## config.mk

```make
export PLATFORM = sky130hd
export DESIGN_NAME = dpm_front_flat
export DESIGN_NICKNAME = d
export VERILOG_FILES = /design/src/rtl/dpm_pkg.sv /design/src/rtl/dpm_if.sv /design/src/rtl/dpm_front.sv /design/src/flat_wrapper.sv
export SDC_FILE = /design/constraint.sdc
export NUM_CORES = 1
export LEC_CHECK = 0
export BUFFER_PORTS_ARGS = -buffer_cell sky130_fd_sc_hd__buf_2
export CAP_MARGIN = 30
export CORE_ASPECT_RATIO = 0.75
export CORE_MARGIN = 2
export CORE_UTILIZATION = 43
export DETAILED_ROUTE_END_ITERATION = 8
export GPL_TIMING_DRIVEN = 0
export PLACE_DENSITY = 0.83
export SLEW_MARGIN = 20
export SYNTH_ARGS = -nofsm -noshare
export SYNTH_HDL_FRONTEND = slang
export SYNTH_SLANG_ARGS = --single-unit
export TNS_END_PERCENT = 1
```

## constraint.sdc

```tcl
create_clock -name clk_i -period 3.9 [get_ports clk_i]
set_input_delay 0.195 -clock clk_i [delete_from_list [all_inputs] [get_ports clk_i]]
set_output_delay 0.195 -clock clk_i [all_outputs]
set_load 0.01 [all_outputs]
```

## src/rtl/dpm_pkg.sv

```systemverilog
// Shared types and constants of the Magnus dew point block.
`default_nettype none

package dpm_pkg;

  localparam int TempWidth     = 15;
  localparam int HumWidth      = 14;
  localparam int LogFracBits   = 16;

  localparam logic [20:0] A_Q16      = 21'd1147162;
  localparam logic [14:0] B_CENTI    = 15'd24120;
  localparam logic [29:0] LN2_Q30    = 30'd744261118;
  localparam logic [17:0] RECIP_INT  = 18'd214748;
  localparam logic [11:0] RECIP_FRAC = 12'd3648;
  localparam logic [26:0] FRAC_RECIP = 27'd109951163;

  localparam logic signed [14:0] DP_MIN = -15'sd16000;
  localparam logic signed [14:0] DP_MAX = 15'sd12500;

  typedef struct packed {
    logic signed [TempWidth-1:0] temp;
    logic [HumWidth-1:0]         hum;
    logic                        invalid;
  } item_t;

endpackage

`default_nettype wire

```

## src/rtl/dpm_if.sv

```systemverilog
// Input and output channel interfaces of the dew point block.
`default_nettype none

interface dpm_in_if;
  logic               valid;
  logic               ready;
  logic signed [14:0] temperature_centi;
  logic [13:0]        humidity_centi;

  modport source(output valid, temperature_centi, humidity_centi, input ready);
  modport sink(input valid, temperature_centi, humidity_centi, output ready);
endinterface


`default_nettype wire

```

## src/rtl/dpm_front.sv

```systemverilog
// Front stage: registers a reading and flags a zero humidity.
`default_nettype none

module dpm_front (
  input  logic          clk_i,
  input  logic          rst_ni,
  dpm_in_if.sink        in_i,
  output dpm_pkg::item_t item_o,
  output logic          item_valid_o,
  input  logic          item_ready_i
);
  import dpm_pkg::*;

  logic  valid_q;
  item_t item_q;

  assign in_i.ready   = !valid_q || item_ready_i;
  assign item_valid_o = valid_q;
  assign item_o       = item_q;

  always_ff @(posedge clk_i or negedge rst_ni) begin
    if (!rst_ni) begin
      valid_q <= 1'b0;
    end else if (in_i.ready) begin
      valid_q <= in_i.valid;
    end
  end

  always_ff @(posedge clk_i) begin
    if (in_i.valid && in_i.ready) begin
      item_q.temp    <= in_i.temperature_centi;
      item_q.hum     <= in_i.humidity_centi;
      item_q.invalid <= (in_i.humidity_centi == '0);
    end
  end

endmodule

`default_nettype wire

```

## src/flat_wrapper.sv

```systemverilog
// flat-port wrapper written by rule: the top's interface ports become plain ports
module dpm_front_flat import dpm_pkg::*;
  (clk_i, rst_ni, item_o, item_valid_o, item_ready_i, in_i_valid, in_i_temperature_centi, in_i_humidity_centi, in_i_ready);
  dpm_in_if in_i_i ();
  input  logic clk_i;
  input  logic rst_ni;
  output dpm_pkg::item_t item_o;
  output logic item_valid_o;
  input  logic item_ready_i;
  input wire logic [$bits(in_i_i.valid)-1:0] in_i_valid;
  input wire logic [$bits(in_i_i.temperature_centi)-1:0] in_i_temperature_centi;
  input wire logic [$bits(in_i_i.humidity_centi)-1:0] in_i_humidity_centi;
  output wire logic [$bits(in_i_i.ready)-1:0] in_i_ready;
  assign in_i_i.valid = in_i_valid;
  assign in_i_i.temperature_centi = in_i_temperature_centi;
  assign in_i_i.humidity_centi = in_i_humidity_centi;
  assign in_i_ready = in_i_i.ready;
  dpm_front u_core (.clk_i(clk_i), .rst_ni(rst_ni), .in_i(in_i_i), .item_o(item_o), .item_valid_o(item_valid_o), .item_ready_i(item_ready_i));
endmodule
```

After elaboration in Yosys (flattened, before gate mapping)
Index checks and enable logic that the tools add are counted.
{"block": "word_totals", "register_bits": 31, "mem_bits_rw": 0, "rom_bits": 0, "output_inout_bits": 32, "latch_bits": 0, "n_memories": 0}
{"block": "classes", "add_sub_neg": 0, "bitwise": 0, "shifts": 0, "eq_ne": 0, "muxes": 0, "reduce_logical": 4, "multipliers": 0, "div_mod_pow": 0, "n_lt_le_gt_ge": 0}
{"cell": "14-bit logical NOT", "count": 1}
{"cell": "1-bit logical AND", "count": 1}
{"cell": "1-bit logical NOT", "count": 1}
{"cell": "1-bit logical OR", "count": 1}

Depth between registers and ports, before layout
{"block": "depth", "word_depth": 3, "depth_mapped": 2, "depth_no_buf": 2}

Worst setup path before layout
OpenSTA, ideal clock, no wires.
{"block": "synth_timing", "kind": "register to register", "startpoint": "register u_core.valid_q (netlist: u_core.item_valid_o)", "endpoint": "register u_core.item_q (netlist bit u_core.item_o[0]), enable pin", "arrival_time_ns": 1.343, "setup_time_ns": 0.390, "n_path_buf": 0, "stages_incl_launch_ff": 3, "synth_period_minus_slack_ns": 1.732, "slack_ns": 2.168, "t_required_ns": 3.510, "cell_sequence": "dfrtp_1 nand2b_1 and2_1"}
{"block": "synth_via", "elab_chain_len": 3}
{"item": "start, declared", "line_no": "dpm_front.sv:14", "rtl": "logic valid_q;"}
{"item": "start signal, assigned", "line_no": "dpm_front.sv:25", "rtl": "valid_q <= in_i.valid;"}
{"item": "1-bit logical NOT", "line_no": "dpm_front.sv:17", "rtl": "assign in_i.ready = !valid_q || item_ready_i;"}
{"item": "1-bit logical OR", "line_no": "dpm_front.sv:17"}
{"item": "via in_i_ready", "line_no": "flat_wrapper.sv:13", "rtl": "output wire logic [$bits(in_i_i.ready)-1:0] in_i_ready;"}
{"item": "1-bit logical AND", "line_no": "dpm_front.sv:30", "rtl": "if (in_i.valid && in_i.ready) begin"}
{"item": "end, declared", "line_no": "dpm_front.sv:15", "rtl": "item_t item_q;"}
The timed path passes the listed nets, and every way through them passes these cells.
A chain may end at the register's enable or synchronous reset.

Final worst setup path
{"block": "layout_timing", "startpoint": "register u_core.valid_q (netlist: u_core.item_valid_o)", "endpoint": "register u_core.item_q (netlist bit u_core.item_o[9]), enable pin"}
{"block": "layout_via", "elab_chain_len": 3}
{"item": "1-bit logical NOT", "line_no": "dpm_front.sv:17"}
{"item": "1-bit logical OR", "line_no": "dpm_front.sv:17"}
{"item": "1-bit logical AND", "line_no": "dpm_front.sv:30"}
Every way passes these cells.

==> flow_summary.yaml <==
floorplanning:
  die_area_mm2: 0.002671
  die_y_um: 45.26
  placement_rows: 14
  die_width_um: 59.01
  initial_core_util: 0.4722
  coreArea_mm2: 0.002067
  io_pins: 65
worst_setup_path:
  sort_of_element_at_the_start_of_the_critical_path: "flop"
  path_cells: "nand2b_1, and2_2"
  cp_data_required_time_ns: 3.85
  critPathSlowestCell: "sky130_fd_sc_hd__and2_2"
  startpoint: "u_core.item_valid_o"
  timing.critical_path.arrival_ns: 1.39
  timing.critical_path.to_type: "flop"
  max_stage_delay_ns: 0.60
  critical_path_fanout_max: 30
  worstReg2RegStart: "u_core.item_valid_o"
  timing_worst_setup_path_type: "flop to flop"
power_and_ir_drop:
  power_density_mw_per_mm2: 478.3
  share_clk_of_total_power: 0.342
  netSwitchingPower_mw: 0.1330
  vdd.ir_drop.worst_mv: 0.2813
  pwr-share-comb: 0.081
  internal-power_mw: 0.5432
  power_leakage_nw: 0.6105
  share_seq_of_total_power: 0.578
  netSwitchingFraction: 0.1967
grt:
  first_global_vias: 611
  first_pass_grt_wire_length_um: 2642
  grt_usage: 0.1443
  grt_start_max_net_pins: 31
  globalRoute.totalOverflow: 0
  antenna_found_initial: 0
timing:
  timing.slew.headroom: 0.5533
  slew_violations: 0
  rsz0062_at_grt: "false"
  fin_skew_ns: 0.004015
  setup-violations-final: 0
  setup-tns-final_ns: 0
  worstMarginPinSlew_ns: 0.6701
  maxClockFrequency_mhz: 692.6
  fin_crit_sh: 0.3702
  finalCriticalPeriod_ns: 1.444
  final_hold_viol_count: 0
routing:
  detail_route.wl_per_cell_um: 13.35
  detailedRoute.firstPassIterationCount: 3
  antenna_left: 0
  detailroute.via_count: 632
  route.final.wire_length_um: 1815
  post-route-drc-count: 0
  dr.first_iter.drc_count: 7
  vias_per_cell: 4.647
yosys:
  synthXorXnorAreaFrac: 0
  syn_avg_cell_area_um2: 25.02
  synthesis.instances: 39
  yosysWarningCount: 0
  ys_seq_elements: 31
  synthesized_area_um2: 975.9
  synth_compound_gate_area_share: 0
  synth.mux.area_fraction: 0
  synth.distinct_cells: 7
  post_synth_and_or_nand_nor_area_fraction: 0.05128
  synth_fa_ha_area_frac: 0
  syn-num-nets: 72
  synth_seq_area_share: 0.9487
  largest_family_of_logic_cells_by_synthesized_area: "simple AND/OR/NAND/NOR gates"
placed_design:
  port_buffers: 64
  routabilityCongestion: 0.6373
worst_hold_path:
  hold_start: "in_i_temperature_centi[13]"
  worstHoldPathType: "primary input to flop"
run:
  drv.max_cap_violation_count: 0
cts:
  clock-sinks: 31
  htree_levels: 2
  tritoncts_clock_tree: "built"
  cts.repair_timing.setup_buffer_count: 0
  numCtsBuffers: 5
  ctsResizeCount: 0
  cts_root_buffer: "sky130_fd_sc_hd__clkbuf_4"
  cts.reportedPaths.clkPinSlew_ns: 0.09
  clk-insertion-delay-late_ns: 0.31
  clk_buf_depth: 2
run_status:
  status: "complete, no violations"
cells_and_area:
  fillCellCount: 154
  antenna_cells_inserted: 0
  syn_to_final_growth_pct: 44.87
  utilization: 0.6840
  design.final.nets: 144
  post_route_cells_drive_above_1_share: 0.6429
-- state kept, by name, summed over array words and instances, names as in the netlist --
register,cells
u_core.item_o,30
u_core.item_valid_o,1
-- Yosys cell counts --
library cell / n / area (µm²)
sky130_fd_sc_hd__and2_1: 1 / 6.260
sky130_fd_sc_hd__and4_1: 1 / 8.760
sky130_fd_sc_hd__dfrtp_1: 1 / 25.02
sky130_fd_sc_hd__edfxtp_1: 30 / 900.9
sky130_fd_sc_hd__nand2b_1: 2 / 12.51
sky130_fd_sc_hd__nor2_1: 1 / 3.750
sky130_fd_sc_hd__nor4_1: 3 / 18.77
-- power groups by stage --
stage	Combinational (mW)	Clock, mW	Sequential, mW
after floorplan	0.00819	0	0.409
after global placement	0.0530	0	0.398
after detailed placement	0.0545	0	0.398
after CTS	0.0555	0.241	0.391
after global routing	0.0597	0.256	0.393
final	0.0546	0.231	0.391
-- worst paths after layout --
path                                  endpoint  slack (ns)  depth (start not counted)
setup / recovery              u_core.item_o[9]        2.46                          2
hold / removal               u_core.item_o[28]        0.05                          1
setup reg to reg              u_core.item_o[9]        2.46                          2
hold reg to reg            u_core.item_valid_o        0.52                          2
max in group asynchronous  u_core.item_valid_o        3.62                          2
min in group asynchronous  u_core.item_valid_o        0.20                          2
-- layer usage --
| metal | part of all wire | global-route usage | vias to the layer above |
|---|---|---|---|
| li1 | - | - | 302 |
| met4 | 0 | 0.05455 | 0 |
| met3 | 0.12 | 0.09456 | 0 |
| met1 | 0.38 | 0.1543 | 289 |
| met2 | 0.50 | 0.2311 | 41 |
| met5 | 0 | 0 | - |
-- layout by cell type (no fill, tap or decap), types with 2 or more instances in the layout --
cell type	netlist	layout
sky130_fd_sc_hd__edfxtp_1	30	30
sky130_fd_sc_hd__nand2b_1	2	2
sky130_fd_sc_hd__buf_2	0	64
sky130_fd_sc_hd__clkbuf_4	0	5
sky130_fd_sc_hd__nor4_1	3	3
-- kinds of logic (layout without fill, tap and decap cells) --
family | after synthesis | after routing
buf+inv | 0 | 73
flops | 31 | 31
simple gates | 8 | 8
-- critical path: cells and delay by family (launching register included) --
kind	cells	cell delay [ns]
DFF	1	0.38
and+or+nand+nor	2	0.70
-- final cells by class --
type | count | area [µm²] | share of cell area
Clock inverter | 3 | 38.79 | 0.02743
Clock buffer | 5 | 37.54 | 0.02655
Timing Repair Buffer | 65 | 330.3 | 0.2336
Tap cell | 24 | 30.03 | 0.02124
Sequential cell | 31 | 925.9 | 0.6549
Multi-Input combinational cell | 8 | 51.30 | 0.03628
-- timing repair --
action | in CTS | in global routing
hold buffers | 1 | 0
endpoints found under the setup margin | 0 | 0
hold endpoints to repair | 1 | 0
-- through the flow --
step           power, mW  area (µm²)  std cells  hold WS (ns)  setup slack [ns]
2_1_floorplan     0.4171       975.9         39       -0.1006             2.168
3_3_place_gp      0.4511        1326        127      -0.02973             2.084
3_5_place_dp      0.4529        1328        127      -0.02824             2.461
4_1_cts           0.6872        1414        136       0.02940             2.442
5_1_grt           0.7079        1414        136       0.01855             2.352
6_report          0.6763        1414        136       0.04909             2.456
No activity file was read; power rests on OpenSTA's default activity.
