$ cat config.mk
export PLATFORM = sky130hd
export DESIGN_NAME = dpm_fifo
export DESIGN_NICKNAME = d
export VERILOG_FILES = /design/src/rtl/dpm_pkg.sv /design/src/rtl/dpm_fifo.sv
export SDC_FILE = /design/constraint.sdc
export NUM_CORES = 1
export LEC_CHECK = 0
export ABC_AREA = 1
export ABC_CLOCK_PERIOD_IN_PS = 3300
export BUFFER_PORTS_ARGS = -buffer_cell sky130_fd_sc_hd__buf_2
export CAP_MARGIN = 20
export CORE_AREA = 4 4 88 65
export CTS_CLUSTER_SIZE = 25
export DETAILED_ROUTE_END_ITERATION = 16
export DIE_AREA = 0 0 92 69
export GPL_ROUTABILITY_DRIVEN = 0
export PLACE_DENSITY_LB_ADDON = 0.12
export SLEW_MARGIN = 20
export SYNTH_ARGS = -nofsm -noshare
export SYNTH_HDL_FRONTEND = slang
export SYNTH_SLANG_ARGS = --single-unit
$ cat constraint.sdc
create_clock -name clk_i -period 3.3 [get_ports clk_i]
set_input_delay 0 -clock clk_i [delete_from_list [all_inputs] [get_ports clk_i]]
set_output_delay 0 -clock clk_i [all_outputs]
set_load 0.01 [all_outputs]
$ cat src/rtl/dpm_pkg.sv
// Shared types and constants of the Magnus dew point block.
`default_nettype none

package dpm_pkg;

  localparam int TempWidth     = 15;
  localparam int HumWidth      = 14;
  localparam int LogFracBits   = 16;

  localparam logic [20:0] A_Q16      = 21'd1147162;
  localparam logic [14:0] B_CENTI    = 15'd24120;
  localparam logic [29:0] LN2_Q30    = 30'd744261118;
  localparam logic [17:0] RECIP_INT  = 18'd214748;
  localparam logic [11:0] RECIP_FRAC = 12'd3648;
  localparam logic [26:0] FRAC_RECIP = 27'd109951163;

  localparam logic signed [14:0] DP_MIN = -15'sd16000;
  localparam logic signed [14:0] DP_MAX = 15'sd12500;

  typedef struct packed {
    logic signed [TempWidth-1:0] temp;
    logic [HumWidth-1:0]         hum;
    logic                        invalid;
  } item_t;

endpackage

`default_nettype wire

$ cat src/rtl/dpm_fifo.sv
// Two-entry queue between the front stage and the arithmetic pipeline.
`default_nettype none

module dpm_fifo (
  input  logic           clk_i,
  input  logic           rst_ni,
  input  logic           wr_valid_i,
  output logic           wr_ready_o,
  input  dpm_pkg::item_t wr_item_i,
  output logic           rd_valid_o,
  input  logic           rd_ready_i,
  output dpm_pkg::item_t rd_item_o
);
  import dpm_pkg::*;

  item_t      mem_q [2];
  logic       wr_ptr_q, rd_ptr_q;
  logic [1:0] cnt_q, cnt_d;
  logic       push, pop;

  assign wr_ready_o = (cnt_q != 2'd2);
  assign rd_valid_o = (cnt_q != 2'd0);
  assign rd_item_o  = mem_q[rd_ptr_q];
  assign push       = wr_valid_i && wr_ready_o;
  assign pop        = rd_valid_o && rd_ready_i;
  assign cnt_d      = cnt_q + {1'b0, push} - {1'b0, pop};

  always_ff @(posedge clk_i or negedge rst_ni) begin
    if (!rst_ni) begin
      wr_ptr_q <= 1'b0;
      rd_ptr_q <= 1'b0;
      cnt_q    <= 2'd0;
    end else begin
      cnt_q <= cnt_d;
      if (push) begin
        wr_ptr_q <= !wr_ptr_q;
      end
      if (pop) begin
        rd_ptr_q <= !rd_ptr_q;
      end
    end
  end

  always_ff @(posedge clk_i) begin
    if (push) begin
      mem_q[wr_ptr_q] <= wr_item_i;
    end
  end

endmodule

`default_nettype wire

* Word level (Yosys, flattened, before mapping)
Memory sizes are Yosys's and may differ from the RTL's. Cells that the tools add are included.
Word-level totals: flip-flop bits (word level) 4, memory bits (writable) 60, input bits 34, output and inout port bits 32, word-level logic and storage cells 14, memories 1
Memory list:
- mem_q | words 2, width 30, rd ports 1, clocked after memory_dff 0, write ports 1, line dpm_fifo.sv:16 | item_t mem_q [2];
Cells by class: add/subtract/negate cells 2, eq/ne operators 1, multiplexer cells 2, reductions and logical operators 5
Operator list (count):
- adder 2 x 1 -> 2 bit | 1
- logical AND 1 bit | 2
- zero test 1 bit | 2
- two-way mux 1 bit | 2
- != test 2 bit, second input constant | 1
- nonzero test 2 bit | 1
- subtractor 2 x 1 -> 2 bit | 1

* Logic depth before layout (Yosys ltp)
Gate-level depths: netlist of the first run.
depth in word-level cells 4, gate-level depth with buffers 12, mapped depth without buffers 12

* Worst setup path after synthesis of the first run
No wires, ideal clock.
path type register to register, from reg cnt_q[1], to mem mem_q[0][0] (netlist name) (enable), library setup time 0.417 ns, arrival time 1.902 ns, data required time 2.883 ns, path slack 0.982 ns, cell stages (with the launch flop) 4, path buffers 0, clock period less this slack 2.318 ns, path through dfrtp_1 > nand2_2 > nand2_2 > nor2_1
Between the ends: cells in the longest elaborated chain, start to end 4
RTL lines:
- start, declared | line dpm_fifo.sv:18 | logic [1:0] cnt_q, cnt_d;
- start signal, assigned | line dpm_fifo.sv:34 | cnt_q <= cnt_d;
- != test 2 bit | line dpm_fifo.sv:21 | assign wr_ready_o = (cnt_q != 2'd2);
- net wr_ready_o | line dpm_fifo.sv:8 | output logic wr_ready_o,
- logical AND 1 bit | line dpm_fifo.sv:24 | assign push = wr_valid_i && wr_ready_o;
- two-way mux 1 bit | line dpm_fifo.sv:45 | if (push) begin
- two-way mux 1 bit (implied by the code) | line dpm_fifo.sv:46 | mem_q[wr_ptr_q] <= wr_item_i;
- end, declared | line dpm_fifo.sv:16
The timed path passes the listed nets, and every way through them passes these cells.

* Worst setup path in the final report of the first run
from reg cnt_q[1], to mem mem_q[1][18] (netlist name) (enable)
Between the ends: cells in the longest elaborated chain, start to end 4
RTL lines (line):
- != test 2 bit | dpm_fifo.sv:21
- logical AND 1 bit | dpm_fifo.sv:24
- two-way mux 1 bit | dpm_fifo.sv:45
- two-way mux 1 bit (implied by the code) | dpm_fifo.sv:46
Every way passes these cells.

==> reports/metrics.cfg, run 1 <==
[setup_path]
critPathKind=flop to flop
r2r_start=cnt_q[1]
critPathLaunchType=flop
cp-end-kind=flop
cp.required_ns=3.25
r2r_slack_ns=1.57
crit_arrival_ns=1.68
crit_fanout=31
r2r-end=mem_q[1][18]
ff2ff_path_depth=3

[route]
detail_route.wl_per_cell_microns=12.5
initialDrtViolationCount=42
drt_first_pass_iters=4
vias=1601
post-route-drc-count=0
ant_nets=0
via_per_inst=4.37
drt-total-wl_microns=4590

[timing]
hold_viol=0
min_period_ns=1.73
tightest_slew_ns=0.877
fin_setup_tns_ns=0
finalSetupViolCount=0
slew_headroom_pct=41.4
fin_crit_sh_pct=52.3
max_freq_ghz=0.579
rsz0062_at_grt=no
final_max_slew_viol_count=0
finClkSkew_ns=0.00466

[clock_network]
cts.clk_slew.worst_paths_ns=0.06
postCtsSetupRepairBufs=0
h-tree-depth=3
root_buffer=clkbuf_8
cts_tree=yes
cts_buffers=9
cts.sinks=64
clockBufferDepth=2
insertion_delay_ns=0.33

[pwr]
internal-power_uw=1920
power_frac_clock_pct=27.2
power.leakage_uw=0.00148
peakVddDrop_v=0.000559
switching_share_pct=32.3
comb_power_share_pct=31.4
power_density_mw_per_mm2=842
finalPower_uw=2830
switchingPower_uw=915
p_seq_share_pct=41.4

[synth]
syn_nets=223
netlist_instances=188
synth.avg_cell_area_sq_um=12.8
synth-seq-cells=64
synth_top_area_share_pct=75.0
synth_top_cells_by_area=edfxtp_1 75%, nand2_1 15%, dfrtp_1 4.2%, buf_2 1.3%, inv_1 0.94%
yosysUniqueCellTypes=14
synth_area_leader_cell=edfxtp_1
synth_area_sq_mm=0.00240
yosysWarnings=0
seq_area_frac_synth_pct=79.2

[floorplanning]
ios=66
die_height_microns=69
coreArea_sq_mm=0.00478
fp-row-count=21
die_w_microns=92
dieArea_sq_mm=0.00635
start_util_pct=50.2

[worst_hold_path]
holdPathEnd=cnt_q[1]
whs_path_depth=5
hp-start=rd_ready_i
min_path_type=primary input to flop

[grt]
grt_pass1_vias=1631
grt-ovfl-total=0
antenna_found_initial=0
track_usage_pct=15.7
grt_pass1_wl_microns=7450
grt_max_degree=32

[flow_run]
maxCapViolations=0

[finish]
nets=327
diodes=0
layout_commonest_cell=nand2_1
area_delta_synth_final_pct=40.2
fill_cells=380
layout-drive-gt1-share_pct=29.0
layout_common_cells=97 x nand2_1, 65 x buf_2, 60 x edfxtp_1
final_cell_area_sq_mm=0.00337
fin_cells=366

[place]
dp.cells=317
post_dp_cell_area_sq_mm=0.00280
dpl.hpwl_microns=2680
port_buffers=65

[status]
status=complete, no violations

stage by stage:
stage	worst slack (ns)	utilization, %	hold slack [ns]
floorplan	0.982	-	-0.296
global placement	1.57	58.6	-0.187
detailed placement	1.54	58.6	-0.187
CTS	1.53	70.4	0.00551
global route	1.44	70.4	0.00223
finish	1.57	70.4	0.0258
worst max-delay path by stage:
| stage | startpoint | end | slack [ns] | cells past startpoint |
|---|---|---|---|---|
| global route | cnt_q[0] | mem_q[1][15] | 1.44 | 4 |
| global placement | cnt_q[1] | mem_q[0][13] | 1.57 | 3 |
| finish | cnt_q[1] | mem_q[1][18] | 1.57 | 3 |
| floorplan | cnt_q[1] | mem_q[0][0] | 0.98 | 3 |
| detailed placement | cnt_q[1] | mem_q[0][19] | 1.54 | 3 |
| CTS | cnt_q[1] | mem_q[0][16] | 1.53 | 3 |
registers in the layout, summed over array words and instances, names as in the netlist:
register	count
rd_ptr_q	1
cnt_q	2
wr_ptr_q	1
mem_q	60
cells by family (layout without fill, tap and decap cells):
group | Yosys count | count (layout) | share of synthesized area (%)
AOI/OAI and AO/OA | 2 | 2 | 0.416
xor gates and xnor gates | 1 | 1 | 0.365
adders and majority gates | 1 | 1 | 0.521
buffers and inverters | 14 | 123 | 2.50
DFF | 64 | 64 | 79.2
and+or+nand+nor | 106 | 106 | 17.0
repair_timing:
| action | 4_1_cts | 5_1_grt |
|---|---|---|
| setup endpoints to repair | 0 | 0 |
| hold endpoints to repair | 65 | 0 |
| hold buffers | 33 | 0 |
| resized for setup | 0 | 0 |
power by group through the flow:
stage	logic (uW)	clock network (uW)	registers, uW
after global placement	868	0	1190
after global routing	1020	835	1190
after detailed placement	878	0	1190
after CTS	910	790	1170
after floorplan	539	0	1180
final	889	771	1170
worst max-delay path: stages (launching register included):
cell	delay, ns
dfrtp_1	0.43
nand2_2	0.12
nand2_2	0.11
nor2_4	0.69
Yosys cell counts:
library cell / instances
nand3_1: 2
nor2_2: 1
a21oi_1: 1
nand2_2: 2
o21ai_1: 1
ha_1: 1
inv_1: 6
buf_2: 6
xor2_1: 1
nand2_1: 97
nor2_1: 4
edfxtp_1: 60
dfrtp_1: 4
inv_2: 2
final cells by class:
cell class | count | area [sq um] | share of cell area, %
Timing Repair Buffer | 99 | 663 | 19.7
Multi-Input combinational cell | 110 | 452 | 13.4
Sequential cell | 64 | 1900 | 56.5
Clock buffer | 9 | 124 | 3.68
Inverter | 8 | 30.0 | 0.892
Clock inverter | 7 | 110 | 3.27
Tap cell | 69 | 86.3 | 2.56
metal layers:
metal,up-vias,GRT usage [%],share of wire [%]
met5,-,0,0
met4,0,3.95,0.76
met3,6,7.72,5.7
met2,46,26.5,51
met1,715,17.8,42
li1,834,-,-
Note: power is estimated with default switching activity, not from simulation.
==> run 2, diff against run 1 <==
--- a/config.mk
+++ b/config.mk
@@ -5,14 +5,14 @@
 export SDC_FILE = /design/constraint.sdc
 export NUM_CORES = 1
 export LEC_CHECK = 0
-export ABC_AREA = 1
-export ABC_CLOCK_PERIOD_IN_PS = 3300
+export ABC_AREA = 0
+export ABC_CLOCK_PERIOD_IN_PS = 1760
 export BUFFER_PORTS_ARGS = -buffer_cell sky130_fd_sc_hd__buf_2
 export CAP_MARGIN = 20
-export CORE_AREA = 4 4 88 65
+export CORE_AREA = 4 4 87 65
 export CTS_CLUSTER_SIZE = 25
 export DETAILED_ROUTE_END_ITERATION = 16
-export DIE_AREA = 0 0 92 69
+export DIE_AREA = 0 0 91 69
 export GPL_ROUTABILITY_DRIVEN = 0
 export PLACE_DENSITY_LB_ADDON = 0.12
 export SLEW_MARGIN = 20
==> constraint.sdc (replaced) <==
create_clock -name clk_i -period 1.76 [get_ports clk_i]
set_input_delay 0 -clock clk_i [delete_from_list [all_inputs] [get_ports clk_i]]
set_output_delay 0 -clock clk_i [all_outputs]
set_load 0.01 [all_outputs]
==> run 2 against run 1 <==
The run now ends with negative hold slack left. Worst setup slack got worse by 1.3 ns. Clock skew rose by 0.0030 ns. Final area rose by 1.6%. Via count fell by 14%. Power rose by 92%. Largest cell class unchanged. Highest routed layer unchanged.
==> reports/metrics.cfg, run 2 <==
[finish]
top_register=mem_q  ; unchanged
nets=259  ; was 327
regArea_sq_mm=0.00190  ; unchanged
largest_reg_flops=60  ; unchanged
layout_common_cells=65 x buf_2, 60 x edfxtp_1, 32 x dlygate4sd3_1  ; was 97 x nand2_1, 65 x buf_2, 60 x edfxtp_1
diodes=0  ; unchanged
area_delta_synth_final_pct=43.2  ; was 40.2%
layout-drive-gt1-share_pct=52.8  ; was 29.0%
reg.largest.list=mem_q (60), cnt_q (2)  ; unchanged
fill_cells=301  ; was 380
multi_input_area_sq_um=479  ; was 452 sq um
layout_commonest_cell=buf_2  ; was nand2_1

[setup_path]
critPathMaxStageDelay_ns=0.45  ; was 0.69 ns
critPathKind=flop to flop  ; unchanged
crit_chain=nand2b_1 > nand2_1 > nor2_4 > buf_12  ; was nand2_2 > nand2_2 > nor2_4
cp.required_ns=1.79  ; was 3.25 ns
r2r-end=mem_q[0][17]  ; was mem_q[1][18]
r2r_slack_ns=0.24  ; was 1.57 ns
crit_arrival_ns=1.56  ; was 1.68 ns
critPathLaunchType=flop  ; unchanged
r2r_start=cnt_q[0]  ; was cnt_q[1]
crit_fanout=23  ; was 31
cp-end-kind=flop  ; unchanged
slowest_stage=dfrtp_1  ; was nor2_4
ff2ff_path_depth=4  ; was 3

[floorplanning]
die_w_microns=91  ; was 92 microns
ios=66  ; unchanged
dieArea_sq_mm=0.00628  ; was 0.00635 sq mm
start_util_pct=50.5  ; was 50.2%
die_height_microns=69  ; unchanged
coreArea_sq_mm=0.00473  ; was 0.00478 sq mm
fp-row-count=21  ; unchanged

[pwr]
switching_share_pct=26.9  ; was 32.3%
p_seq_share_pct=40.5  ; was 41.4%
switchingPower_uw=1470  ; was 915 uW
power.leakage_uw=0.00132  ; was 0.00148 uW
internal-power_uw=3980  ; was 1920 uW
peakVddDrop_v=0.00124  ; was 0.000559 V
comb_power_share_pct=29.5  ; was 31.4%
finalPower_uw=5450  ; was 2830 uW
power_density_mw_per_mm2=1590  ; was 842 mW/mm^2
power_frac_clock_pct=30.0  ; was 27.2%

[synth]
synth_flop_cell=edfxtp_1  ; unchanged
synth-seq-cells=64  ; unchanged
syn_nets=150  ; was 223
yosysWarnings=0  ; unchanged
yosysUniqueCellTypes=17  ; was 14
synth_top_area_share_pct=75.4  ; was 75.0%
seq_area_frac_synth_pct=79.6  ; was 79.2%
synth.avg_cell_area_sq_um=20.8  ; was 12.8 sq um
synthArstFlopShare_pct=6.25  ; unchanged
synth_area_sq_mm=0.00239  ; was 0.00240 sq mm
synth_top_cells_by_area=edfxtp_1 75%, mux2_2 14%, dfrtp_1 4.2%, xnor2_1 1.1%, buf_2 0.63%  ; was edfxtp_1 75%, nand2_1 15%, dfrtp_1 4.2%, buf_2 1.3%, inv_1 0.94%
netlist_top_cells_count=60 x edfxtp_1, 30 x mux2_2, 4 x dfrtp_1  ; was 97 x nand2_1, 60 x edfxtp_1, 6 x buf_2, 6 x inv_1
synth_area_leader_cell=edfxtp_1  ; unchanged
synth_edf_count=60  ; unchanged
yosysMostFrequentCell=edfxtp_1  ; was nand2_1
netlist_instances=115  ; was 188

[route]
via_per_inst=4.80  ; was 4.37
drt-total-wl_microns=4230  ; was 4590 microns
vias=1372  ; was 1601
ant_nets=0  ; unchanged
initialDrtViolationCount=73  ; was 42
detail_route.wl_per_cell_microns=14.8  ; was 12.5 microns
post-route-drc-count=0  ; unchanged
drt_first_pass_iters=4  ; unchanged

[timing]
finalSetupViolCount=0  ; unchanged
max_freq_ghz=0.657  ; was 0.579 GHz
fin_setup_tns_ns=0  ; unchanged
tightest_slew_ns=0.275  ; was 0.877 ns
hold_viol=4  ; was 0
rsz0062_at_grt=no  ; unchanged
final_max_slew_viol_count=0  ; unchanged
fin_crit_sh_pct=86.5  ; was 52.3%
whs_ns=-0.00628  ; was 0.0258 ns
min_period_ns=1.52  ; was 1.73 ns
finClkSkew_ns=0.00762  ; was 0.00466 ns
slew_headroom_pct=81.6  ; was 41.4%

[status]
status=finished, violations left  ; was complete, no violations
violations=negative hold slack

[place]
dpl.hpwl_microns=2770  ; was 2680 microns
port_buffers=65  ; unchanged

[grt]
antenna_found_initial=0  ; unchanged
gr-usage-met2_pct=24.9  ; was 26.5%
grt_max_degree=31  ; was 32
grt_busiest_layer=met2  ; unchanged
grt-ovfl-total=0  ; unchanged
grt_pass1_wl_microns=6950  ; was 7450 microns
track_usage_pct=14.7  ; was 15.7%
use_met1_pct=16.2  ; was 17.8%
grtUsageMet3_pct=5.87  ; was 7.72%
grt_pass1_vias=1424  ; was 1631

[clock_network]
insertion_delay_ns=0.34  ; was 0.33 ns
cts-resized-gates=0  ; unchanged
cts_buffers=9  ; unchanged
root_buffer=clkbuf_8  ; unchanged
postCtsSetupRepairBufs=0  ; unchanged
cts.clk_slew.worst_paths_ns=0.07  ; was 0.06 ns
cts.sinks=64  ; unchanged
cts_tree=yes  ; unchanged
clockBufferDepth=2  ; unchanged
h-tree-depth=3  ; unchanged
hold_buffers=32  ; was 33

[worst_hold_path]
min_path_type=primary input to asynchronous set/reset pin  ; was primary input to flop

[flow_run]
maxCapViolations=0  ; unchanged

run 2: cell count changes in the layout (fill, tap and decap cells not counted), moves of 3 or more:
| cell | previous run | this run |
|---|---|---|
| nand2_1 | 97 | 2 |
| mux2_2 | 0 | 30 |
| inv_1 | 6 | 0 |
| xnor2_1 | 0 | 3 |
run 2: final cells by class:
cell class / instances / share of cell area (%)
well taps: 57 / 2.08
clock buffers: 9 / 3.62
repair buffers: 101 / 20.5
clock inverters: 7 / 4.21
flip-flops and latches: 64 / 55.6
multi-input cells: 48 / 14.0
run 2: kinds of logic (layout without fill, tap and decap cells):
kind of cell,Yosys count,after routing,synth area share [%]
flops,64,64,79.6
xor+xnor,3,3,1.10
mux,30,30,14.1
fa+ha+maj,1,1,0.524
buf+inv,3,117,0.628
compound gates,3,3,1.26
simple gates,11,11,2.72
run 2: layer usage:
| layer | vias to the layer above | routed length [microns] |
|---|---|---|
| met2 | 49 | 2190 |
| li1 | 669 | - |
| met1 | 641 | 1640 |
| met5 | - | 0 |
| met4 | 0 | 104 |
| met3 | 13 | 296 |
run 2: worst max path at each step:
| stage | from | end |
|---|---|---|
| finish | cnt_q[0] | mem_q[0][17] |
| global placement | cnt_q[0] | mem_q[0][22] |
| CTS | cnt_q[0] | mem_q[0][16] |
| detailed placement | cnt_q[0] | mem_q[0][21] |
| floorplan | cnt_q[0] | mem_q[0][0] |
| global route | cnt_q[0] | mem_q[0][21] |
run 2: power by group through the flow:
| stage | clock [uW] | sequential (uW) | combinational (uW) |
|---|---|---|---|
| 6_report | 1640 | 2200 | 1610 |
| 5_1_grt | 1740 | 2240 | 1760 |
| 4_1_cts | 1670 | 2210 | 1640 |
| 3_5_place_dp | 0 | 2240 | 1580 |
| 3_3_place_gp | 0 | 2210 | 1540 |
| 2_1_floorplan | 0 | 2210 | 985 |
run 2: metrics by stage:
step | utilization (%) | hold slack [ns] | worst slack [ns] | instances | cell area, sq um
final | 72.3 | -0.00628 | 0.238 | 286 | 3420
after global routing | 72.3 | 0.00174 | 0.138 | 286 | 3420
after CTS | 72.3 | 0.00109 | 0.227 | 286 | 3420
after detailed placement | 59.9 | -0.191 | 0.243 | 238 | 2830
after global placement | 59.9 | -0.193 | 0.304 | 238 | 2830
after floorplan | - | -0.296 | 0.162 | 115 | 2400
run 2: critical path, delay by kind of cell (launching register included):
family	cells	cell delay, ns
buf+inv	1	0.22
flops	1	0.45
simple gates	3	0.54
==> run 3, diff against run 2 <==
--- a/config.mk
+++ b/config.mk
@@ -9,10 +9,10 @@
 export ABC_CLOCK_PERIOD_IN_PS = 1760
 export BUFFER_PORTS_ARGS = -buffer_cell sky130_fd_sc_hd__buf_2
 export CAP_MARGIN = 20
-export CORE_AREA = 4 4 87 65
+export CORE_AREA = 8 8 91 69
 export CTS_CLUSTER_SIZE = 25
 export DETAILED_ROUTE_END_ITERATION = 16
-export DIE_AREA = 0 0 91 69
+export DIE_AREA = 0 0 99 77
 export GPL_ROUTABILITY_DRIVEN = 0
 export PLACE_DENSITY_LB_ADDON = 0.12
 export SLEW_MARGIN = 20
==> run 3 against run 2 <==
The run now ends clean. Worst setup slack better by 0.079 ns. Routed wire length increased by 9.7%. Clock skew down 0.0022 ns. Critical path depth down 1. Critical endpoint is now rd_item_o[28]. Highest routed layer unchanged.
==> reports/metrics.cfg, run 3 (synthesis gave the netlist of run 2 again) <==
[grt]
track_usage_pct=13.3  ; was 14.7%
grt_max_degree=32  ; was 31
antenna_found_initial=0  ; unchanged
grt-ovfl-total=0  ; unchanged
grt_pass1_wl_microns=7690  ; was 6950 microns
grt_pass1_vias=1581  ; was 1424

[pwr]
power_density_mw_per_mm2=1460  ; was 1590 mW/mm^2
peakVddDrop_v=0.00108  ; was 0.00124 V
power.leakage_uw=0.00128  ; was 0.00132 uW
finalPower_uw=4880  ; was 5450 uW

[place]
dpl.hpwl_microns=2950  ; was 2770 microns
dp.cells=240  ; was 238
port_buffers=65  ; unchanged
place_worst_setup_slack_ns=0.349  ; was 0.243 ns

[floorplanning]
fp-row-count=22  ; was 21
die_height_microns=77  ; was 69 microns
coreArea_sq_mm=0.00493  ; was 0.00473 sq mm
dieArea_sq_mm=0.00762  ; was 0.00628 sq mm
start_util_pct=48.5  ; was 50.5%
ios=66  ; unchanged
die_w_microns=99  ; was 91 microns

[route]
via_per_inst=4.83  ; was 4.80
initialDrtViolationCount=57  ; was 73
detail_route.wl_per_cell_microns=16.0  ; was 14.8 microns
post-route-drc-count=0  ; unchanged
ant_nets=0  ; unchanged
vias=1397  ; was 1372
drt-total-wl_microns=4640  ; was 4230 microns
drt_first_pass_iters=4  ; unchanged

[clock_network]
cts-resized-gates=0  ; unchanged
cts_tree=yes  ; unchanged
h-tree-depth=3  ; unchanged
cts.clk_slew.worst_paths_ns=0.06  ; was 0.07 ns
root_buffer=clkbuf_8  ; unchanged
cts_buffers=9  ; unchanged
insertion_delay_ns=0.32  ; was 0.34 ns
cts.sinks=64  ; unchanged
clockBufferDepth=2  ; unchanged

[setup_path]
crit_chain=buf_12 > mux2_2 > buf_2  ; was nand2b_1 > nand2_1 > nor2_4 > buf_12
cp-end-kind=output port  ; was flop
crit_arrival_ns=1.44  ; was 1.56 ns
crit_fanout=31  ; was 23
critPathMaxStageDelay_ns=0.38  ; was 0.45 ns
r2r-end=mem_q[0][11]  ; was mem_q[0][17]
slowest_stage=dfrtp_1  ; unchanged
critPathKind=flop to output port  ; was flop to flop
r2r_start=cnt_q[0]  ; unchanged
critPathLaunch=rd_ptr_q  ; was cnt_q[0]
cp.required_ns=1.76  ; was 1.79 ns
ff2ff_path_depth=4  ; unchanged
critPathLaunchType=flop  ; unchanged
cp-endpoint=rd_item_o[28]  ; was mem_q[0][17]
r2r_slack_ns=0.33  ; was 0.24 ns

[finish]
fill_cells=325  ; was 301
layout_commonest_cell=buf_2  ; unchanged
nets=259  ; unchanged
area_delta_synth_final_pct=39.5  ; was 43.2%
largest_reg_flops=60  ; unchanged
reg.largest.list=mem_q (60), cnt_q (2)  ; unchanged
top_register=mem_q  ; unchanged
diodes=0  ; unchanged
layout-drive-gt1-share_pct=49.8  ; was 52.8%
fin_cells=289  ; was 286
layout_common_cells=65 x buf_2, 60 x edfxtp_1, 33 x dlygate4sd3_1  ; was 65 x buf_2, 60 x edfxtp_1, 32 x dlygate4sd3_1

[timing]
fin_setup_tns_ns=0  ; unchanged
fin_crit_sh_pct=82.0  ; was 86.5%
slew_headroom_pct=85.8  ; was 81.6%
max_freq_ghz=0.693  ; was 0.657 GHz
timing.final.ws_setup_ns=0.316  ; was 0.238 ns
finClkSkew_ns=0.00546  ; was 0.00762 ns
rsz0062_at_grt=no  ; unchanged
tightest_slew_ns=0.212  ; was 0.275 ns
final_max_slew_viol_count=0  ; unchanged
min_period_ns=1.44  ; was 1.52 ns
hold_viol=0  ; was 4
finalSetupViolCount=0  ; unchanged

[worst_hold_path]
min_path_type=primary input to flop  ; was primary input to asynchronous set/reset pin

[flow_run]
maxCapViolations=0  ; unchanged

[status]
status=complete, no violations  ; was finished, violations left

[run 3: critical path, delay by kind of cell, from the launching register on]
family                 cells  cell delay, ns
muxes                      1            0.37
buffers and inverters      2            0.36
DFF                        1            0.38
[run 3: cell type report]
cell class              count  area [sq um]  share of cell area (%)
well taps                  60          75.1                    2.25
flip-flops and latches     64          1900                    57.1
multi-input cells          48           479                    14.4
clock inverters             1          3.75                   0.113
clock buffers              15           156                    4.69
repair buffers            101           716                    21.5
[run 3: per-stage QoR]
| step | hold slack (ns) | utilization, % | cell area (sq um) |
|---|---|---|---|
| CTS | 0.0541 | 67.6 | 3330 |
| global route | 0.0686 | 67.6 | 3330 |
| finish | 0.0696 | 67.6 | 3330 |
| global placement | -0.187 | 57.7 | 2840 |
| floorplan | -0.296 | - | 2400 |
| detailed placement | -0.188 | 57.7 | 2840 |
[run 3: where the power goes]
part / total (uW) / switching [uW] / leakage, uW / internal (uW)
clock network: 1010 / 465 / 0.0000794 / 548
registers: 2210 / 126 / 0.000605 / 2090
logic: 1650 / 824 / 0.000592 / 827
total: 4880 / 1420 / 0.00128 / 3460
[run 3: worst min path at each step]
| stage | startpoint | to | slack, ns | depth (start not counted) |
|---|---|---|---|---|
| 2_1_floorplan | rst_ni | cnt_q[0] | -0.30 | 0 |
| 3_3_place_gp | rst_ni | cnt_q[1] | -0.19 | 1 |
| 3_5_place_dp | rst_ni | wr_ptr_q | -0.19 | 1 |
| 4_1_cts | wr_valid_i | wr_ptr_q | 0.05 | 3 |
| 5_1_grt | wr_valid_i | wr_ptr_q | 0.07 | 3 |
| 6_report | wr_valid_i | wr_ptr_q | 0.07 | 3 |
[run 3: what timing repair did]
item	in CTS	in global routing
buffers inserted	0	0
hold buffers	33	0
hold endpoints to repair	65	0
[run 3: layer usage]
metal / track usage, % / vias up / part of all wire [%]
met5: 0 / - / 0
met4: 4.43 / 0 / 0.80
met3: 8.03 / 7 / 7.7
met2: 21.4 / 48 / 52
met1: 14.2 / 672 / 40
li1: - / 670 / -
